## src/rtl/sfa_pkg.sv

```systemverilog
// ----------------------------------------------------------------------------
// Segment fit allocator package
// Shared constants and the command and status bundles between the
// controller and the datapath.
// ----------------------------------------------------------------------------
`timescale 1ns / 1ps
`default_nettype none

package sfa_pkg;

  localparam int unsigned LEN_W      = 25;
  localparam int unsigned CFG_IDX_W  = 1;
  localparam int unsigned CFG_DATA_W = 25;

  localparam logic [CFG_IDX_W-1:0] CFG_FIT_MODE    = 1'b0;
  localparam logic [CFG_IDX_W-1:0] CFG_MEMORY_SIZE = 1'b1;

  localparam logic FIT_LOWEST   = 1'b0;
  localparam logic FIT_SMALLEST = 1'b1;

  localparam logic [LEN_W-1:0] MEM_SIZE_RESET = 25'd4096;

  typedef struct packed {
    logic start;
    logic scan_step;
    logic shift_init;
    logic shift_step;
    logic insert;
    logic out_load;
    logic out_grant;
  } cmd_t;

  typedef struct packed {
    logic req_bad;
    logic scan_last;
    logic ff_hit;
    logic found;
    logic shift_none;
    logic shift_last;
  } status_t;

endpackage

`default_nettype wire

```

## src/rtl/sfa_ctrl.sv

```systemverilog
// ----------------------------------------------------------------------------
// Segment fit allocator controller
// Sequences the gap scan and, when a gap is found, the table shift and the
// insert for each request that is not refused, and owns the result valid flag.
// ----------------------------------------------------------------------------
`timescale 1ns / 1ps
`default_nettype none

module sfa_ctrl (
  input  wire              clk_i,
  input  wire              rst_ni,
  input  wire              in_valid_i,
  output logic             in_stall_o,
  output logic             out_valid_o,
  input  wire              out_stall_i,
  input  sfa_pkg::status_t status_i,
  output sfa_pkg::cmd_t    cmd_o
);

  typedef enum logic [5:0] {
    ST_IDLE   = 6'b000001,
    ST_SCAN   = 6'b000010,
    ST_PREP   = 6'b000100,
    ST_SHIFT  = 6'b001000,
    ST_INSERT = 6'b010000,
    ST_DONE   = 6'b100000
  } state_e;

  state_e state_q, state_d;
  logic   grant_q, grant_d;
  logic   out_valid_q, out_valid_d;

  always_comb begin
    state_d     = state_q;
    grant_d     = grant_q;
    out_valid_d = out_valid_q && out_stall_i;
    cmd_o       = '0;
    unique case (state_q)
      ST_IDLE: begin
        if (in_valid_i) begin
          cmd_o.start = 1'b1;
          if (status_i.req_bad) begin
            grant_d = 1'b0;
            state_d = ST_DONE;
          end else begin
            state_d = ST_SCAN;
          end
        end
      end
      ST_SCAN: begin
        cmd_o.scan_step = 1'b1;
        if (status_i.scan_last || status_i.ff_hit) begin
          if (status_i.found) begin
            state_d = ST_PREP;
          end else begin
            grant_d = 1'b0;
            state_d = ST_DONE;
          end
        end
      end
      ST_PREP: begin
        cmd_o.shift_init = 1'b1;
        state_d = status_i.shift_none ? ST_INSERT : ST_SHIFT;
      end
      ST_SHIFT: begin
        cmd_o.shift_step = 1'b1;
        if (status_i.shift_last) begin
          state_d = ST_INSERT;
        end
      end
      ST_INSERT: begin
        cmd_o.insert = 1'b1;
        grant_d      = 1'b1;
        state_d      = ST_DONE;
      end
      ST_DONE: begin
        if (!out_valid_q || !out_stall_i) begin
          cmd_o.out_load  = 1'b1;
          cmd_o.out_grant = grant_q;
          out_valid_d     = 1'b1;
          state_d         = ST_IDLE;
        end
      end
      default: begin
        state_d = ST_IDLE;
      end
    endcase
  end

  always_ff @(posedge clk_i or negedge rst_ni) begin
    if (!rst_ni) begin
      state_q     <= ST_IDLE;
      grant_q     <= 1'b0;
      out_valid_q <= 1'b0;
    end else begin
      state_q     <= state_d;
      grant_q     <= grant_d;
      out_valid_q <= out_valid_d;
    end
  end

  assign in_stall_o  = (state_q != ST_IDLE);
  assign out_valid_o = out_valid_q;

endmodule

`default_nettype wire

```

## src/rtl/sfa_datapath.sv

```systemverilog
// ----------------------------------------------------------------------------
// Segment fit allocator datapath
// Holds the configuration, the sorted segment table memory, the gap
// evaluation logic and the result register.
// ----------------------------------------------------------------------------
`timescale 1ns / 1ps
`default_nettype none

module sfa_datapath #(
  parameter int unsigned MAX_SEGMENTS = 64,
  parameter int unsigned ADDR_BITS    = 24
) (
  input  wire                                 clk_i,
  input  wire                                 rst_ni,
  input  wire                                 cfg_we_i,
  input  wire  [sfa_pkg::CFG_IDX_W-1:0]       cfg_index_i,
  input  wire  [sfa_pkg::CFG_DATA_W-1:0]      cfg_data_i,
  input  wire  [sfa_pkg::LEN_W-1:0]           request_size_i,
  input  sfa_pkg::cmd_t                       cmd_i,
  output sfa_pkg::status_t                    status_o,
  output logic                                granted_o,
  output logic [ADDR_BITS-1:0]                segment_base_o
);

  localparam int unsigned LW      = sfa_pkg::LEN_W;
  localparam int unsigned AW      = $clog2(MAX_SEGMENTS);
  localparam int unsigned CNT_W   = $clog2(MAX_SEGMENTS + 1);
  localparam int unsigned SUM_W   = ((ADDR_BITS > LW) ? ADDR_BITS : LW) + 1;
  localparam int unsigned ENTRY_W = ADDR_BITS + LW;
  localparam logic [SUM_W-1:0] ADDR_SPAN = SUM_W'(1) << ADDR_BITS;
  localparam logic [CNT_W-1:0] FULL_COUNT = CNT_W'(MAX_SEGMENTS);

  logic [ENTRY_W-1:0]   mem_q [MAX_SEGMENTS];
  logic [ENTRY_W-1:0]   rd_data_q;

  logic                 fit_mode_q;
  logic [LW-1:0]        mem_size_q;
  logic [SUM_W-1:0]     mem_end;
  logic [CNT_W-1:0]     cnt_q;
  logic                 found_q;

  logic [CNT_W-1:0]     idx_q;
  logic [LW-1:0]        req_q;
  logic [SUM_W-1:0]     prev_end_q;
  logic [CNT_W-1:0]     chosen_q;
  logic [SUM_W-1:0]     best_q;
  logic [ADDR_BITS-1:0] base_q;

  logic                 rd_en;
  logic [CNT_W-1:0]     rd_idx;
  logic                 wr_en;
  logic [CNT_W-1:0]     wr_idx;
  logic [ENTRY_W-1:0]   wr_data;

  logic [ADDR_BITS-1:0] rd_base;
  logic [LW-1:0]        rd_len;
  logic [SUM_W-1:0]     hi_raw, hi, lo, gap_size;
  logic                 fit, better, take;

  assign rd_base = rd_data_q[ENTRY_W-1:LW];
  assign rd_len  = rd_data_q[LW-1:0];

  always_comb begin
    lo       = prev_end_q;
    hi_raw   = (idx_q == cnt_q) ? mem_end : SUM_W'(rd_base);
    hi       = (hi_raw > mem_end) ? mem_end : hi_raw;
    gap_size = (hi > lo) ? (hi - lo) : '0;
    fit      = (gap_size != '0) && (gap_size >= SUM_W'(req_q));
    better   = !found_q || (gap_size < best_q);
    take     = fit && ((fit_mode_q == sfa_pkg::FIT_LOWEST) || better);
  end

  always_comb begin
    status_o            = '0;
    status_o.req_bad    = (request_size_i == '0) || (cnt_q == FULL_COUNT);
    status_o.scan_last  = (idx_q == cnt_q);
    status_o.ff_hit     = fit && (fit_mode_q == sfa_pkg::FIT_LOWEST);
    status_o.found      = found_q || fit;
    status_o.shift_none = (cnt_q == chosen_q);
    status_o.shift_last = ((idx_q - CNT_W'(1)) == chosen_q);
  end

  always_comb begin
    rd_en   = cmd_i.start || cmd_i.scan_step || cmd_i.shift_init || cmd_i.shift_step;
    rd_idx  = '0;
    wr_en   = cmd_i.shift_step || cmd_i.insert;
    wr_idx  = cmd_i.insert ? chosen_q : idx_q;
    wr_data = cmd_i.insert ? {base_q, req_q} : rd_data_q;
    priority if (cmd_i.scan_step) begin
      rd_idx = idx_q + CNT_W'(1);
    end else if (cmd_i.shift_init) begin
      rd_idx = cnt_q - CNT_W'(1);
    end else if (cmd_i.shift_step) begin
      rd_idx = idx_q - CNT_W'(2);
    end else begin
      rd_idx = '0;
    end
  end

  always_ff @(posedge clk_i) begin
    if (wr_en) begin
      mem_q[wr_idx[AW-1:0]] <= wr_data;
    end
    if (rd_en) begin
      rd_data_q <= mem_q[rd_idx[AW-1:0]];
    end
  end

  assign mem_end = (SUM_W'(mem_size_q) > ADDR_SPAN) ? ADDR_SPAN : SUM_W'(mem_size_q);

  always_ff @(posedge clk_i or negedge rst_ni) begin
    if (!rst_ni) begin
      fit_mode_q <= sfa_pkg::FIT_LOWEST;
      mem_size_q <= sfa_pkg::MEM_SIZE_RESET;
      cnt_q      <= '0;
      found_q    <= 1'b0;
    end else begin
      if (cfg_we_i) begin
        unique case (cfg_index_i)
          sfa_pkg::CFG_FIT_MODE:    fit_mode_q <= cfg_data_i[0];
          sfa_pkg::CFG_MEMORY_SIZE: mem_size_q <= cfg_data_i;
          default: begin
          end
        endcase
      end
      if (cmd_i.start) begin
        found_q <= 1'b0;
      end else if (cmd_i.scan_step && take) begin
        found_q <= 1'b1;
      end
      if (cmd_i.insert) begin
        cnt_q <= cnt_q + CNT_W'(1);
      end
    end
  end

  always_ff @(posedge clk_i) begin
    if (cmd_i.start) begin
      req_q      <= request_size_i;
      idx_q      <= '0;
      prev_end_q <= '0;
    end
    if (cmd_i.scan_step) begin
      idx_q      <= idx_q + CNT_W'(1);
      prev_end_q <= SUM_W'(rd_base) + SUM_W'(rd_len);
      if (take) begin
        chosen_q <= idx_q;
        best_q   <= gap_size;
        base_q   <= lo[ADDR_BITS-1:0];
      end
    end
    if (cmd_i.shift_init) begin
      idx_q <= cnt_q;
    end
    if (cmd_i.shift_step) begin
      idx_q <= idx_q - CNT_W'(1);
    end
    if (cmd_i.out_load) begin
      granted_o      <= cmd_i.out_grant;
      segment_base_o <= cmd_i.out_grant ? base_q : '0;
    end
  end

endmodule

`default_nettype wire

```

## src/rtl/segment_fit_allocator.sv

```systemverilog
// ----------------------------------------------------------------------------
// Segment fit allocator
// Allocates segments from a sorted occupancy table by first fit or best fit.
// ----------------------------------------------------------------------------
// A request that names a size of zero, or arrives while the table holds
// MAX_SEGMENTS entries, is refused. Otherwise the block walks the free gaps
// one per cycle through the single-port read of the segment table, then moves
// the entries above the chosen gap up by one entry per cycle. The next request
// is taken as soon as the result sits in the output register.
`timescale 1ns / 1ps
`default_nettype none

module segment_fit_allocator #(
  parameter int unsigned MAX_SEGMENTS = 64,
  parameter int unsigned ADDR_BITS    = 24
) (
  input  wire                             clk_i,
  input  wire                             rst_ni,
  input  wire                             cfg_we_i,
  input  wire  [sfa_pkg::CFG_IDX_W-1:0]   cfg_index_i,
  input  wire  [sfa_pkg::CFG_DATA_W-1:0]  cfg_data_i,
  input  wire                             in_valid_i,
  output logic                            in_stall_o,
  input  wire  [sfa_pkg::LEN_W-1:0]       request_size_i,
  output logic                            out_valid_o,
  input  wire                             out_stall_i,
  output logic                            granted_o,
  output logic [ADDR_BITS-1:0]            segment_base_o
);

  sfa_pkg::cmd_t    cmd;
  sfa_pkg::status_t status;

  sfa_ctrl u_ctrl (
    .clk_i       (clk_i),
    .rst_ni      (rst_ni),
    .in_valid_i  (in_valid_i),
    .in_stall_o  (in_stall_o),
    .out_valid_o (out_valid_o),
    .out_stall_i (out_stall_i),
    .status_i    (status),
    .cmd_o       (cmd)
  );

  sfa_datapath #(
    .MAX_SEGMENTS (MAX_SEGMENTS),
    .ADDR_BITS    (ADDR_BITS)
  ) u_datapath (
    .clk_i          (clk_i),
    .rst_ni         (rst_ni),
    .cfg_we_i       (cfg_we_i),
    .cfg_index_i    (cfg_index_i),
    .cfg_data_i     (cfg_data_i),
    .request_size_i (request_size_i),
    .cmd_i          (cmd),
    .status_o       (status),
    .granted_o      (granted_o),
    .segment_base_o (segment_base_o)
  );

`ifndef SYNTHESIS
  a_base_zero_on_refuse: assert property (@(posedge clk_i) disable iff (!rst_ni)
    out_valid_o && !granted_o |-> segment_base_o == '0)
    else $error("Refused request carries a nonzero base.");

  a_busy_after_accept: assert property (@(posedge clk_i) disable iff (!rst_ni)
    in_valid_i && !in_stall_o |=> in_stall_o)
    else $error("Block took no time to work on an accepted request.");

  a_result_from_busy: assert property (@(posedge clk_i) disable iff (!rst_ni)
    $rose(out_valid_o) |-> $past(in_stall_o))
    else $error("Result appeared without a request in progress.");
`endif

endmodule

`default_nettype wire
```

## config.mk

```make
export PLATFORM = sky130hd
export DESIGN_NAME = segment_fit_allocator
export DESIGN_NICKNAME = d
export VERILOG_FILES = /design/src/rtl/sfa_pkg.sv /design/src/rtl/sfa_ctrl.sv /design/src/rtl/sfa_datapath.sv /design/src/rtl/segment_fit_allocator.sv
export SDC_FILE = /design/constraint.sdc
export NUM_CORES = 2
export LEC_CHECK = 0
export ABC_AREA = 1
export BUFFER_PORTS_ARGS = -buffer_cell sky130_fd_sc_hd__buf_2
export CAP_MARGIN = 25
export CORE_MARGIN = 2
export CORE_UTILIZATION = 34
export DETAILED_ROUTE_END_ITERATION = 10
export GPL_TIMING_DRIVEN = 0
export PLACE_DENSITY = 0.58
export SKIP_CTS_REPAIR_TIMING = 1
export SYNTH_ARGS = -nofsm -noshare
export SYNTH_HDL_FRONTEND = slang
export SYNTH_SLANG_ARGS = --single-unit
```

## constraint.sdc

```tcl
create_clock -name clk_i -period 10.7 [get_ports clk_i]
set_input_delay 1.605 -clock clk_i [delete_from_list [all_inputs] [get_ports clk_i]]
set_output_delay 1.605 -clock clk_i [all_outputs]
set_load 0.01 [all_outputs]
```

==> results.md <==
- Post-synth top area share: 0.722
- Die extent in y: 642 um
- Final setup skew: 50.7 ps
- Synth Area in XOR/XNOR: 0.00222
- Initial Utilization: 0.341
- Critical Path Most Common Cell: nand2_1
- CP Data Required Time: ~11,000 ps
- Clock sink total: 3,367
- Slew Limit Fails: 0
- Total CTS buffers: ~350
- Filler cells: approximately 38,000
- Hold depth: 0
- Period minus WS final: 9800 ps
- Hold EP: u_datapath.chosen_q[3]$_DFFE_PP_
- Avg Synthesized Cell Area: around 13 um2
- Mux contribution to synthesized area: 0.000570
- Drt first pass iters: 6
- Worst vdd ir: between 0.15 and 0.2 mV
- Syn_nets: roughly 11,000
- # setup viols final: 0
- Path depth of the worst reg2reg path: between 50 and 60
- Cells after Synth: roughly 11,000
- Area delta synth->final: 18.6%
- Crit Path Max Fanout: 25
- Fmax: ~100 MHz
- Sequential share of the synthesized area: 0.729
- ANT nets after route: 0
- Setup crit start: u_datapath.idx_q[5]$_DFFE_PP_
- Worst Hold Launch: u_datapath.idx_q[3]$_DFFE_PP_
- Cell Area, Synth: 138,000 um2
- Detailed-route via count: around 100k
- Port buffer count: ~80
- Post-Place Cells: 16,836
- Reg-to-reg startpoint: u_datapath.idx_q[5]$_DFFE_PP_
- DRT iter0 DRCs: 16,843
- Seq cells post-synth: 3,367
- Core Rows: 234
- Tot Pwr: ~47 mW
- Crit. End Element: register
- Synth Area in Adders: 0.0121
- Hold crit path type: reg2reg
- H-tree depth: 5
- Compound-gate portion of the synthesized area: 0.137
- Synth cell types: 60
- Yosys warns: 0
- Initial antenna violation count: 43
- Worst-Skew Late Latency: around 1000 ps
- Total global routing overflow: 0
- Maxcap violations: 0
- Post-synth EDFFs: ~3,300
- Via/cell ratio: roughly 5.7
- Clk root buf: clkbuf_16
- Residual DRC count: 0
- CTS tree: built
- Status: completed
- Largest net degree at the start of global routing: about 50
- Hpwl dp: roughly 400 mm
- Post-synth top cells: edfxtp_1 (3,325), o21ai_0 (1,990), nor2_1 (1,828)
- First-pass GRT wire length: between 700 and 800 mm
- Worst slack at placement: 732 ps
- Core box area: 406,000 um2
- I/O Pins: 83
- Final Wtd Congestion: slightly above 1
- Actual slew at the worst max-slew pin: between 1000 and 1500 ps
- Max stage delay on crit path: 470 ps
- GRT Overall Usage: 0.263
- Main combinational cell family by area after synthesis: compound AO/OA/AOI/OAI gates
- CTS max path bufs: 4
- Top FF cell, synth: edfxtp_1
- Vias in the first global route: around 92,000
- Die ar.: 412,000 um2
- Share of cells above drive strength 1: 0.112
- Reg clk slew, reported paths: roughly 70 ps
- Width of the chip: around 640 um
- RSZ-0062 raised after global routing: false
- Post-synthesis simple-gate area fraction: 0.0810
- Worst R2R Setup Slack: about 900 ps
- LEAKAGE: about 55 nW
- Final period utilization: 0.916
- Startpoint types: register
- Setup ws final: 898 ps
- Most frequent cell after synthesis: edfxtp_1
- RR Endpoint: u_datapath.base_q[22]$_DFFE_PP_
- Cell taking the most area after synthesis: edfxtp_1
- Wire per inst: between 30 and 40 um
- Crit Path Class: reg2reg
- Layout Cells excl Fill: around 18,000
- Slew headroom: 0.145
- Synth area leaders: edfxtp_1 (72%), o21ai_0 (7.2%), nor2_1 (5.0%)
- Post-Route WL: roughly 560 mm
- Fin nets: 11,959
- Ys async rst share: 0.0125
- Slowest CP cell: clkbuf_1
- Pwr Density: roughly 280 nW/um2
- WP data arrival: roughly 10,000 ps
- Final hold vios: 0
-- layout by cell type, fill, tap and decap left out, drive strengths merged, types with 39 or more instances in the layout --
cell type | netlist | layout
edfxtp | 3325 | 3325
o21ai | 2251 | 2251
nor2 | 1831 | 1831
clkbuf | 419 | 858
o22ai | 761 | 761
buf | 307 | 718
nand2 | 547 | 547
inv | 505 | 522
nand3 | 353 | 353
o21bai | 190 | 190
clkinv | 4 | 136
ha | 131 | 131
a21oi | 127 | 127
dfrtp | 40 | 40
o211ai | 39 | 39
-- report_power, final --
part	switching (mW)	internal [mW]	leakage, nW
Combinational	13.2	4.23	19.2
Clock	5.23	6.95	5.45
Sequential	0.249	16.7	30.4
-- final cells by class --
class                      count  area [um2]  share of cell area
buffer                       726        3360              0.0205
antenna                       23        57.6            0.000351
clock buffer                 435        9140              0.0557
sequential                  3367      101000               0.615
timing repair buffer         415        6710              0.0409
tap                         5428        6790              0.0414
clock inverter               193        1970              0.0120
multi-input combinational   6405       33200               0.203
inverter                     509        1910              0.0117
-- flip-flops by register name (all words and copies together), names as in the netlist, 7 cells and up --
signal,flops
u_datapath.base_q,24
u_datapath.best_q,26
u_datapath.chosen_q,7
u_datapath.cnt_q,7
u_datapath.idx_q,7
u_datapath.lo,26
u_datapath.mem_q,3136
u_datapath.mem_size_q,25
u_datapath.rd_data_q,49
u_datapath.req_q,25
u_datapath.segment_base_o,24
-- stage by stage --
| stage | utilization | TNS [ps] | area [um2] | hold WS (ps) |
|---|---|---|---|---|
| 4_1_cts | 0.404 | 0 | 164000 | 443 |
| 3_5_place_dp | 0.377 | 0 | 153000 | 435 |
| 5_1_grt | 0.404 | 0 | 164000 | 458 |
| 2_1_floorplan | - | 0 | 138000 | 421 |
| 6_report | 0.405 | 0 | 164000 | 441 |
| 3_3_place_gp | 0.359 | -5382190 | 146000 | 427 |
-- layer usage --
metal	share of wire	global-route usage
met5	0.00035	0
met3	0.14	0.0828
met2	0.42	0.379
met1	0.36	0.338
met4	0.081	0.178
-- how the worst max path moves through the flow --
stage,cells after the start,end,slack [ps]
6_report,51,u_datapath.base_q[22]$_DFFE_PP_,900
5_1_grt,51,u_datapath.base_q[22]$_DFFE_PP_,90
4_1_cts,51,u_datapath.base_q[22]$_DFFE_PP_,680
3_5_place_dp,51,u_datapath.base_q[16]$_DFFE_PP_,730
3_3_place_gp,8,u_datapath.mem_q[16][16]$_DFFE_PP_,-3540
2_1_floorplan,48,u_datapath.base_q[0]$_DFFE_PP_,1080
-- kinds of logic after synthesis --
kind of cell / after synthesis
simple gates: 2802
mux: 7
buf+inv: 1235
fa+ha+maj: 133
xor+xnor: 35
compound gates: 3428
flops: 3367
-- worst max-delay path, delay by kind of cell, from the launching register on --
kind / cells / cell delay (ps)
xor+xnor: 1 / 170
simple gates: 26 / 3220
compound gates: 10 / 1740
fa+ha+maj: 3 / 1040
flops: 1 / 350
buf+inv: 11 / 2890
Power figures use the tool's default switching activity.
